File: src/drre_pkg.sv
// Shared types and constants for the digit-run date range extractor.
`default_nettype none
package drre_pkg;

  localparam int unsigned ValueW  = 27;
  localparam int unsigned LenW    = 4;
  localparam int unsigned DateW   = 28;

  localparam logic [7:0]        CharZero    = 8'h30;
  localparam logic [7:0]        CharNine    = 8'h39;
  localparam logic [7:0]        CharEmpty   = 8'h00;
  localparam logic [LenW-1:0]   YearDigits  = 4'd4;
  localparam logic [LenW-1:0]   MaxDigits   = 4'd8;
  localparam logic [LenW-1:0]   LenSat      = 4'd9;
  localparam logic [ValueW-1:0] DateScale   = 27'd10000;
  localparam logic signed [DateW-1:0] NoDate = '1;

  typedef struct packed {
    logic [7:0] ch;
    logic       end_of_string;
  } drre_in_t;

  typedef struct packed {
    logic signed [DateW-1:0] lowest_date;
    logic signed [DateW-1:0] highest_date;
  } drre_out_t;

  typedef struct packed {
    logic [ValueW-1:0] run_value;
    logic [LenW-1:0]   run_length;
    logic              found_any;
    logic [ValueW-1:0] min_seen;
    logic [ValueW-1:0] max_seen;
  } drre_state_t;

endpackage
`default_nettype wire

File: src/drre_eval.sv
// Per-byte update: extends or closes a digit run and tracks the min/max date.
`default_nettype none
module drre_eval (
  input  drre_pkg::drre_state_t state_i,
  input  drre_pkg::drre_in_t    item_i,
  input  logic                  long_mode_i,
  output drre_pkg::drre_state_t state_o,
  output drre_pkg::drre_out_t   result_o
);
  import drre_pkg::*;

  logic              is_digit;
  logic [3:0]        digit;
  logic [ValueW-1:0] ext_value;
  logic [LenW-1:0]   ext_len;
  logic [ValueW-1:0] cand_value;
  logic [LenW-1:0]   cand_len;
  logic              close_en;
  logic              qualify;
  logic [ValueW-1:0] scaled;
  logic              take;
  logic              found_new;
  logic [ValueW-1:0] min_new;
  logic [ValueW-1:0] max_new;

  assign is_digit = (item_i.ch >= CharZero) && (item_i.ch <= CharNine);
  assign digit    = item_i.ch[3:0];

  // value*10 + digit as shift-add; the value stops growing past eight digits
  assign ext_value = (state_i.run_length < MaxDigits)
                   ? ({state_i.run_value[ValueW-4:0], 3'b000}
                      + {state_i.run_value[ValueW-2:0], 1'b0}
                      + {{(ValueW-4){1'b0}}, digit})
                   : state_i.run_value;
  assign ext_len   = (state_i.run_length < LenSat) ? state_i.run_length + 4'd1
                                                   : state_i.run_length;

  assign cand_value = is_digit ? ext_value : state_i.run_value;
  assign cand_len   = is_digit ? ext_len   : state_i.run_length;

  // a non-empty non-digit or the string end closes an open run
  assign close_en = (cand_len != '0)
                  && (item_i.end_of_string || (!is_digit && item_i.ch != CharEmpty));

  assign qualify = long_mode_i ? (cand_len >= YearDigits && cand_len <= MaxDigits)
                               : (cand_len == YearDigits);

  // a bare year in long-date mode becomes YYYY0000
  assign scaled = (long_mode_i && cand_len == YearDigits)
                ? ValueW'({13'd0, cand_value[13:0]} * DateScale)
                : cand_value;

  assign take      = close_en && qualify;
  assign found_new = state_i.found_any || take;
  assign min_new   = (take && (!state_i.found_any || scaled < state_i.min_seen))
                   ? scaled : state_i.min_seen;
  assign max_new   = (take && (!state_i.found_any || scaled > state_i.max_seen))
                   ? scaled : state_i.max_seen;

  always_comb begin
    state_o = state_i;
    if (item_i.end_of_string) begin
      state_o = '0;
    end else if (close_en) begin
      state_o.run_value  = '0;
      state_o.run_length = '0;
      state_o.found_any  = found_new;
      state_o.min_seen   = min_new;
      state_o.max_seen   = max_new;
    end else begin
      state_o.run_value  = cand_value;
      state_o.run_length = cand_len;
    end
  end

  always_comb begin
    if (found_new) begin
      result_o.lowest_date  = {1'b0, min_new};
      result_o.highest_date = {1'b0, max_new};
    end else begin
      result_o.lowest_date  = NoDate;
      result_o.highest_date = NoDate;
    end
  end

endmodule
`default_nettype wire

File: src/digit_run_date_range_extractor_top.sv
// Top level of the digit-run date range extractor.
// Scans a string one byte per item and, on the item flagged end_of_string,
// returns the smallest and largest date found (-1 for both if none). In year
// mode a date is a run of exactly four digits; in long-date mode a run of four
// to eight digits, with a bare year scaled to YYYY0000. The block takes one
// item per clock unless an end-of-string item waits for a free output slot.
// The rate is set by the per-byte run and min/max update, which is combinational
// on the state registers. Write cfg_long_date_mode only while idle.
`default_nettype none
module digit_run_date_range_extractor_top (
  input  logic                clk,
  input  logic                rst_n,
  input  logic                in_valid,
  output logic                in_ready,
  input  drre_pkg::drre_in_t  in_data,
  output logic                out_valid,
  input  logic                out_ready,
  output drre_pkg::drre_out_t out_data,
  input  logic                cfg_valid,
  output logic                cfg_ready,
  input  logic                cfg_long_date_mode
);
  import drre_pkg::*;

  logic        in_vld_r;
  drre_in_t    in_item_r;
  logic        mode_r;
  drre_state_t state_r;
  drre_state_t state_nxt;
  drre_out_t   result_nxt;
  logic        out_vld_r;
  drre_out_t   out_data_r;
  logic        out_free;
  logic        advance;

  assign out_free = !out_vld_r || out_ready;
  // an item that emits a result waits for a free output slot
  assign advance  = in_vld_r && (!in_item_r.end_of_string || out_free);
  assign in_ready = !in_vld_r || advance;
  assign cfg_ready = 1'b1;

  drre_eval u_eval (
    .state_i     (state_r),
    .item_i      (in_item_r),
    .long_mode_i (mode_r),
    .state_o     (state_nxt),
    .result_o    (result_nxt)
  );

  always_ff @(posedge clk) begin
    if (!rst_n) begin
      in_vld_r  <= 1'b0;
      mode_r    <= 1'b0;
      state_r   <= '0;
      out_vld_r <= 1'b0;
    end else begin
      if (in_ready) begin
        in_vld_r <= in_valid;
      end
      if (cfg_valid) begin
        mode_r <= cfg_long_date_mode;
      end
      if (advance) begin
        state_r <= state_nxt;
      end
      if (advance && in_item_r.end_of_string) begin
        out_vld_r <= 1'b1;
      end else if (out_ready) begin
        out_vld_r <= 1'b0;
      end
    end
  end

  always_ff @(posedge clk) begin
    if (in_ready && in_valid) begin
      in_item_r <= in_data;
    end
    if (advance && in_item_r.end_of_string) begin
      out_data_r <= result_nxt;
    end
  end

  assign out_valid = out_vld_r;
  assign out_data  = out_data_r;

`ifndef SYNTHESIS
  a_len_bound: assert property (@(posedge clk) disable iff (!rst_n)
    state_r.run_length <= LenSat)
    else $error("run length beyond saturation");

  a_min_le_max: assert property (@(posedge clk) disable iff (!rst_n)
    state_r.found_any |-> (state_r.min_seen <= state_r.max_seen))
    else $error("tracked minimum above maximum");

  a_clear_on_end: assert property (@(posedge clk) disable iff (!rst_n)
    (advance && in_item_r.end_of_string) |=>
      (state_r.run_length == '0 && !state_r.found_any && out_vld_r))
    else $error("string end did not clear state or post a result");

  a_none_pair: assert property (@(posedge clk) disable iff (!rst_n)
    (out_vld_r && out_data_r.lowest_date == NoDate) |->
      (out_data_r.highest_date == NoDate))
    else $error("only one of the two dates is empty");

  a_no_overwrite: assert property (@(posedge clk) disable iff (!rst_n)
    (out_vld_r && !out_ready) |-> !(advance && in_item_r.end_of_string))
    else $error("result overwritten while waiting");
`endif

endmodule
`default_nettype wire

File: config.mk
export PLATFORM = sky130hd
export DESIGN_NAME = digit_run_date_range_extractor_top
export DESIGN_NICKNAME = d
export VERILOG_FILES = /design/src/drre_pkg.sv /design/src/drre_eval.sv /design/src/digit_run_date_range_extractor_top.sv
export SDC_FILE = /design/constraint.sdc
export NUM_CORES = 1
export LEC_CHECK = 0
export BUFFER_PORTS_ARGS = -buffer_cell sky130_fd_sc_hd__buf_2
export CAP_MARGIN = 20
export CORE_MARGIN = 4
export CORE_UTILIZATION = 65
export DETAILED_ROUTE_END_ITERATION = 8
export PLACE_DENSITY_LB_ADDON = 0.15
export SLEW_MARGIN = 0
export SYNTH_ARGS = -nofsm -noshare
export SYNTH_HDL_FRONTEND = slang
export SYNTH_SLANG_ARGS = --single-unit
File: constraint.sdc
create_clock -name clk -period 23.8 [get_ports clk]
set_input_delay 4.76 -clock clk [delete_from_list [all_inputs] [get_ports clk]]
set_output_delay 4.76 -clock clk [all_outputs]
set_load 0.005 [all_outputs]
---- Word level (Yosys, flattened, before mapping) ----
Index checks and enable logic that the tools add are counted.
word-level totals
  logic and storage cells ................. 69
  register bits after elaboration ......... 154
  input bits .............................. 15
cells by class
  eq/ne operators ......................... 1
  add/sub/neg operators ................... 3
  magnitude comparators ................... 8
  reductions and logical operators ........ 28
  multiplexer cells ....................... 14
  multiply operators ...................... 1
operators by type and width
  cell                                                                count
  two-way mux 27 bit                                                  5
  two-way mux 86 bit                                                  1
  two-way mux 56 bit                                                  1
  two-way mux 55 bit                                                  1
  two-way mux 31 bit                                                  1
  adder 27 bit                                                        1
  adder 27 x 4 -> 27 bit                                              1
  greater-than comparator 27 bit                                      1
  < comparator 27 bit                                                 1
  multiplier 14 x 10 -> 23 bit (second input constant)                1
  logical AND 1 bit                                                   11
  greater-or-equal comparator 8 x 6 -> 1 bit (second input constant)  1
  <= comparator 8 x 6 -> 1 bit (second input constant)                1
  < comparator 4 bit (second input constant)                          2
  two-way mux 4 bit                                                   2
  nonzero test 8 bit                                                  1
  logical OR 1 bit                                                    7
  logical NOT 1 bit                                                   5
  adder 4 x 1 -> 4 bit (second input constant)                        1
  equality test 4 x 3 -> 1 bit (second input constant)                1
  greater-or-equal comparator 4 x 3 -> 1 bit (second input constant)  1
  <= comparator 4 bit (second input constant)                         1
  nonzero test 2 bit                                                  2
  nonzero test 4 bit                                                  1
  other kinds (2)                                                     4

---- Depth between registers and ports, before layout ----
Gate-level depths: netlist (run 1).
  depth in word-level cells ............... 12
  gate-level depth with buffers ........... 41
  gate-level depth less buffers ........... 39

---- By module ----
From an unflattened synthesis (run 1), not the netlist that was laid out.
second synthesis, totals
  cell total of the unflattened synthesis .. 1,499
  area, all modules ....................... 12,851.1 um^2
by module, submodules not included
  module                              seq. area each (um^2)  area each (um^2)  instances  cells each
  drre_eval                           0.0                    7,338.3           1          1,045
  digit_run_date_range_extractor_top  3,733.6                5,512.8           1          454

---- Worst setup path after synthesis (run 1) ----
No wires, ideal clock.
  path kind ............................... in2out
  start point ............................. input port out_ready
  end point ............................... output port in_ready
  path buffers ............................ 0
  slack ................................... 13,966 ps
  data required time ...................... 19,040 ps
  data arrival time ....................... 5,074 ps
  stages .................................. 2
  path through ............................ nor2b_1 > nand3_1
on the way
  word-level cells in the longest chain between the ends .. 4
RTL lines
  item               RTL line                                  source
  from (decl)        digit_run_date_range_extractor_top.sv:17  input logic out_ready,
  logical OR 1 bit   digit_run_date_range_extractor_top.sv:36  assign out_free = !out_vld_r || out_ready;
  logical OR 1 bit   digit_run_date_range_extractor_top.sv:38  assign advance = in_vld_r && (!in_item_r.end_of_string || out_free);
  logical AND 1 bit  digit_run_date_range_extractor_top.sv:38
  logical OR 1 bit   digit_run_date_range_extractor_top.sv:39  assign in_ready = !in_vld_r || advance;
  to (decl)          digit_run_date_range_extractor_top.sv:14  output logic in_ready,
No other way between the ends.

---- Worst setup path in the final report (run 1) ----
  start point ............................. register in_item_r[4] in the netlist's numbering
  end point ............................... register out_data_r, in the netlist out_data[11], data pin
on the way
  word-level cells in the longest chain between the ends .. 10
  elaborated cells between the ends (all ways) .. 27
  classes of those cells .................. add/sub: 1; mul: 1; order compare: 5; eq/ne: 1; mux: 6; reduce/logical: 13
RTL lines
  item                                                             RTL line                                  source
  from (decl)                                                      digit_run_date_range_extractor_top.sv:26  drre_in_t in_item_r;
  from (signal assigned)                                           digit_run_date_range_extractor_top.sv:76  in_item_r <= in_data;
  branches (longest 10 deep; another with adder 27 x 4 -> 27 bit)  n/a
  to (signal assigned)                                             digit_run_date_range_extractor_top.sv:79  out_data_r <= result_nxt;
  to (decl)                                                        digit_run_date_range_extractor_top.sv:32  drre_out_t out_data_r;
Parallel ways; which one is timed is not known.
A chain may end at the register's enable or synchronous reset.

==> out/metrics.yaml, run 1 <==
floorplan:
  io_pins: 74
  initial_core_util_pct: 67.0
  die_h_um: 142
  dieArea_um2: 20200
  core_um2: 17500
  num_rows: 48
  die_w_um: 142
synth:
  muxShareOfSynthArea_pct: 1.72
  ys_seq_area_share_pct: 31.6
  synth_adder_area_share_pct: 22.9
  yosysUniqueCellTypes: 75
  syn_nets: 1543
  synth_warnings: 0
  synth_top_cell_area_share_pct: 17.6
  ys.flop_type: "dfxtp_1"
  syn_avg_cell_area_um2: 8.79
  synth_edf_count: 64
  synth_top_family_by_area: "adder cells"
  synth_xor_area_share_pct: 2.31
  yosys_register_bits: 153
  synthArstFlopShare_pct: 0
  syn_inst: 1332
  synth_compound_area_share_pct: 19.6
  syn-cell-area_um2: 11700
  synthSimpleGateAreaFrac_pct: 14.7
  yosys-top-cells-area: "ha_1 18%, edfxtp_1 16%, dfxtp_1 15%"
  synth_top_area_cell: "ha_1"
routing:
  routedWlPerCell_um: 18.4
  drcViolationCount: 0
  avgViaCountPerCell: 6.15
  routed_wl_mm: 29.9
  drtIter0Drc: 890
  vias: 9974
  ant_nets: 0
  drt-pass1-iter-count: 6
timing:
  max_freq_mhz: 91.6
  setup_viol: 0
  skew_ns: 0.0131
  slew_viol_final: 0
  relSlewSlack_pct: 32.2
  worst_slew_pin_slew_ns: 1.01
  period_share_pct: 45.9
  fin_ws_ns: 12.88
  post-route-min-period_ns: 10.92
  tns_ns: 0
  hold_violations: 0
  rsz0062_at_grt: "false"
finish:
  final_cell_mix: "165 x ha_1, 160 x inv_1, 140 x nand2_1, 115 x nor2_1, 89 x dfxtp_1"
  area_growth_pct: 9.55
  final_cell_count_no_fill: 1621
  multi_input_area_um2: 7170
  drive_above_1_share_pct: 9.60
  fin_nets: 1594
  final_util_pct: 73.4
  n_fill_cell: 1320
  seq_area_um2: 3700
  layout_commonest_cell: "ha_1"
  n_antenna_cell: 0
clock_tree:
  cts-resized-gates: 0
  clk_transition_reported_paths_ns: 0.06
  clk_latency_ns: 0.44
  cts_tree: "done"
  root_buffer: "clkbuf_16"
  cts_sinks: 153
  post_cts_buffers: 0
  ctsHoldBuffers: 0
  cts_inserted_buffers: 17
  cts-htree-levels: 4
  cts_buffer_depth: 2
critical_path:
  cp.required_ns: 23.97
  r2r-end: "out_data[11]"
  path_class: "reg2reg"
  startpoint: "in_item_r[4]"
  end_kind: "register"
  crit_path_max_incr_delay_ns: 0.91
  worst-r2r-setup-slack_ns: 12.88
  crit_arrival_ns: 11.09
  r2r.worst_path.cells: 36
  worstPathMaxFanout: 33
  slowest_stage: "clkinv_1"
  reg2reg_from: "in_item_r[4]"
  start_kind: "register"
grt:
  grt_pass1_wl_mm: 49.1
  antenna_found_initial: 0
  first_global_vias: 9616
  grtUsageTotal_pct: 30.3
  globalRouteOverflowTotal: 0
  grt_max_degree: 58
placed_design:
  gp_congestion: 0.919
  dp_hpwl_mm: 22.3
  io_buffers: 72
  post-place-ws_ns: 12.96
  dp_cells: 1588
power_and_ir_drop:
  peakVddDrop_mv: 0.0753
  power_density_nw_per_um2: 45.6
  p_leak_nw: 5.54
job:
  maxCapViolCount: 0
min_path:
  hp-class: "reg2reg"
  min_path_cells: 1
  min_to: "state_r[50]"
  worstHoldStart: "state_r[50]"
run_status:
  status: "finished clean"
==> layer usage <==
metal / up-vias / part of all wire (%) / global-route usage (%) / wire length (um)
li1: 4843 / - / - / -
met1: 4632 / 44 / 41.8 / 13100
met2: 438 / 47 / 49.7 / 14100
met3: 61 / 6.8 / 4.47 / 2020
met4: 0 / 2.2 / 9.29 / 657
met5: - / 0 / 0 / 0
==> through the flow <==
step                      area, um^2  hold slack [ns]  total power, W
after floorplan                11700            0.445        0.000303
after global placement         12200            0.459        0.000313
after detailed placement       12200            0.466        0.000313
after CTS                      12800            0.478        0.000585
after global routing           12800            0.495        0.000602
final                          12800            0.480        0.000585
==> where the power goes <==
| group | total, W | internal (W) | leakage, nW | switching, W |
|---|---|---|---|---|
| Clock | 0.000277 | 0.000157 | 0.282 | 0.000120 |
| Combinational | 0.0000325 | 0.0000104 | 4.13 | 0.0000221 |
| Sequential | 0.000276 | 0.000274 | 1.13 | 0.00000181 |
| Total | 0.000585 | 0.000441 | 5.54 | 0.000144 |
==> worst max-delay path: cells and delay by family (launching register included) <==
kind / cells / cell delay (ns)
AO/OA/AOI/OAI: 12 / 3.39
flip-flops: 1 / 0.39
AND/OR/NAND/NOR: 6 / 0.77
buffers and inverters: 6 / 1.39
adder cells (fa/ha/maj): 9 / 3.67
XOR/XNOR: 1 / 0.14
multiplexers: 2 / 0.91
==> how the worst max path moves through the flow <==
stage | to | slack (ns) | depth (start not counted)
2_1_floorplan | in_ready | 13.97 | 2
3_3_place_gp | out_data[11] | 13.20 | 36
3_5_place_dp | out_data[11] | 12.96 | 36
4_1_cts | out_data[11] | 12.91 | 36
5_1_grt | out_data[23] | 11.91 | 37
6_report | out_data[11] | 12.88 | 36
==> sequential cells by signal, indices dropped and copies added (netlist names) <==
name,count
in_item_r,9
in_vld_r,1
out_valid,1
state_r,86
mode_r,1
out_data,55
==> synthesized netlist by cell type, drive strengths merged, types with 10 or more instances <==
cell type,n
ha,165
inv,163
nand2,140
nor2,116
dfxtp,89
a21oi,76
o21ai,68
edfxtp,64
o211ai,43
a22oi,41
clkbuf,33
fa,31
nand3,24
nor3,20
xnor2,20
a211oi,19
mux2i,19
buf,18
a21o,16
nand2b,15
and3,13
o31ai,10
xor2,10
==> area by class of cell <==
class                      count  share of cell area [%]
clock inverter                14                    1.27
clock buffer                  18                    3.34
tap                          225                    2.19
sequential                   153                    28.9
inverter                     165                    4.83
timing repair buffer          83                    3.61
multi-input combinational    963                    55.9
==> logic make-up (layout without fill, tap and decap cells) <==
| family | after synthesis | after routing |
|---|---|---|
| and+or+nand+nor | 371 | 371 |
| AOI/OAI and AO/OA | 345 | 345 |
| buffers and inverters | 216 | 280 |
| adders and majority gates | 196 | 196 |
| DFF | 153 | 153 |
| xor gates and xnor gates | 30 | 30 |
| muxes | 20 | 20 |
| other | 1 | 1 |
No activity file was read; power rests on OpenSTA's default activity.
==> inputs of run 2 (changes only) <==
- ABC_AREA: unset -> 1
- CORE_UTILIZATION: 65 -> 57
- clock period: 23.8 -> 9.74 ns (I/O delays scaled with it)
==> run 2 against run 1 <==
- die area grew 19%
- clock skew increased by 0.0027 ns
- largest cell class unchanged
- global-route usage fell by 2.0 points
- worst hold slack worse by 0.013 ns
- setup slack got worse by 12 ns
- sequential share of layout area decreased by 1.5 points
- highest routed layer unchanged
- via count up 10%
- clock power grew to 2.6 times the previous value
- sequential power rose by 140%
- critical path type unchanged
- register-to-register slack lost 12 ns
- flip-flop and latch count did not move
==> out/metrics.yaml, run 2 <==
run_status:
  status: "finished clean"
clock_tree:
  clk_transition_reported_paths_ns: 0.08
  root_buffer: "clkbuf_16"
  post_cts_buffers: 0
  cts_sinks: 153
  cts_inserted_buffers: 17
  clk_latency_ns: 0.44
  cts-htree-levels: 4
  cts_tree: "done"
  cts_buffer_depth: 2
  ctsHoldBuffers: 0
timing:
  setup_viol: 0
  fin_ws_ns: 0.703
  relSlewSlack_pct: 29.2
  post-route-min-period_ns: 9.04
  hold_violations: 0
  worst_slew_pin_slew_ns: 1.06
  period_share_pct: 92.8
  skew_ns: 0.0158
  max_freq_mhz: 111
  rsz0062_at_grt: "false"
  tns_ns: 0
  slew_viol_final: 0
floorplan:
  initial_core_util_pct: 58.4
  die_h_um: 155
  dieArea_um2: 24100
  num_rows: 53
  io_pins: 74
  core_um2: 21200
  die_w_um: 155
min_path:
  min_path_cells: 2
  hp-class: "reg2reg"
  min_to: "state_r[33]"
  worstHoldStart: "state_r[33]"
critical_path:
  slowest_stage: "fa_1"
  r2r.worst_path.cells: 46
  worstPathMaxFanout: 39
  crit_path_max_incr_delay_ns: 0.54
  path_class: "reg2reg"
  start_kind: "register"
  end_kind: "register"
  r2r-end: "out_data[6]"
  reg2reg_from: "in_item_r[4]"
  cp.required_ns: 9.94
  crit_arrival_ns: 9.23
  worst-r2r-setup-slack_ns: 0.70
  crit_top_cell: "inv_1"
finish:
  area_growth_pct: 9.83
  drive_above_1_share_pct: 9.79
  fin_area_um2: 13600
  fin_nets: 1914
  layout_commonest_cell: "nand2_1"
  largest_register_ffs: 86
  final_cell_mix: "436 x nand2_1, 229 x inv_1, 165 x ha_1, 150 x a21oi_1, 94 x nand3_1"
  regMostFlops: "state_r"
  n_antenna_cell: 0
  n_fill_cell: 1885
synth:
  syn_avg_cell_area_um2: 7.48
  synth_warnings: 0
  ys.flop_type: "dfxtp_1"
  syn_nets: 1861
  syn_inst: 1650
  synth_top_area_cell: "ha_1"
  synth_top_cell_area_share_pct: 16.7
  synth_common_cells: "436 x nand2_1, 230 x inv_1, 165 x ha_1"
  ys_seq_area_share_pct: 30.0
  yosys-top-cells-area: "ha_1 17%, edfxtp_1 16%, dfxtp_1 14%"
  syn-cell-area_um2: 12300
  synthArstFlopShare_pct: 0
  yosysUniqueCellTypes: 52
  synth_edf_count: 64
  yosys_register_bits: 153
  synth_most_common_cell: "nand2_1"
routing:
  vias: 10977
  ant_nets: 0
  routed_wl_mm: 33.8
  drtIter0Drc: 733
  drt-pass1-iter-count: 5
  avgViaCountPerCell: 5.51
  drcViolationCount: 0
  routedWlPerCell_um: 17.0
power_and_ir_drop:
  p_leak_nw: 6.09
  swShare_pct: 27.5
  peakVddDrop_mv: 0.136
  p_int_w: 0.00107
  pwr-share-seq_pct: 45.3
  comb_power_share_pct: 7.0
  p_total_w: 0.00148
  power_density_nw_per_um2: 109
  clockPowerShare_pct: 47.7
  p_switching_w: 0.000408
placed_design:
  post-place-ws_ns: 0.190
  gp_congestion: 0.955
  post_dp_cell_area_um2: 12900
  io_buffers: 72
  dp_hpwl_mm: 25.7
grt:
  first_global_vias: 10593
  grt_pass1_wl_mm: 54.5
  grtUsageTotal_pct: 28.4
  globalRouteOverflowTotal: 0
  grt_max_degree: 89
  antenna_found_initial: 0
job:
  maxCapViolCount: 0
==> run 2: cell types whose count changed after synthesis, moves of 37 or more <==
cell      previous run  this run
o211ai_1            43         6
inv_1              162       230
a21oi_1             76       151
nand2_1            140       436
nand3_1             24        94
nor2_1             116        77
==> run 2: worst max path at each step <==
stage | from | end | depth (start not counted)
after CTS | in_item_r[4] | out_data[5] | 43
after floorplan | in_item_r[4] | out_data[2] | 45
after global placement | in_item_r[4] | out_data[8] | 43
final | in_item_r[4] | out_data[6] | 46
after global routing | in_item_r[4] | out_data[10] | 42
after detailed placement | in_item_r[4] | out_data[5] | 43
==> run 2: what timing repair did <==
| action | in CTS | in global routing |
|---|---|---|
| gates resized for setup | 0 | 4 |
| hold endpoints to repair | 0 | 0 |
| setup endpoints to repair | 0 | 108 |
==> run 2: final cells by class <==
type | count | area (um^2) | area share [%]
Timing Repair Buffer | 86 | 485 | 3.58
Multi-Input combinational cell | 1206 | 7500 | 55.3
Inverter | 239 | 897 | 6.62
Sequential cell | 153 | 3700 | 27.3
Tap cell | 275 | 344 | 2.54
Clock buffer | 17 | 425 | 3.14
Clock inverter | 15 | 206 | 1.52
==> run 2: through the flow <==
stage          utilization, %  cells  hold slack [ns]
2_1_floorplan               -   1650            0.445
5_1_grt                  64.1   1991            0.477
4_1_cts                  63.9   1990            0.466
3_5_place_dp             60.9   1958            0.456
6_report                 64.1   1991            0.467
3_3_place_gp             60.9   1958            0.452
==> run 2: critical path: cells and delay by family, from the launching register on <==
family                   cells  cell delay, ns
adder cells (fa/ha/maj)      9            3.66
AO/OA/AOI/OAI               12            2.14
XOR/XNOR                     1            0.17
AND/OR/NAND/NOR             11            1.19
buffers and inverters       13            1.19
flip-flops                   1            0.38
==> run 2: layer usage <==
metal  GRT usage (%)  part of all wire [%]  wire length, um
met1            36.4                    44            14800
met2            49.1                    49            16700
met3            3.73                   3.7             1270
met4            10.5                   3.2             1080
met5               0                     0                0
==> run 2: kinds of logic (layout without fill, tap and decap cells) <==
kind of cell	after synthesis	after routing	share of synthesized area [%]
XOR/XNOR	29	29	2.06
flip-flops	153	153	30.0
multiplexers	2	2	0.162
AO/OA/AOI/OAI	293	293	13.2
AND/OR/NAND/NOR	685	685	23.4
other	1	1	0.0304
buffers and inverters	291	357	9.36
adder cells (fa/ha/maj)	196	196	21.7
==> run 2: power by group through the flow <==
stage | clock [W] | sequential [W] | combinational [W]
detailed placement | 0 | 0.000686 | 0.000102
floorplan | 0 | 0.000686 | 0.0000728
CTS | 0.000713 | 0.000671 | 0.000103
finish | 0.000707 | 0.000671 | 0.000104
global route | 0.000743 | 0.000672 | 0.000116
global placement | 0 | 0.000686 | 0.000101
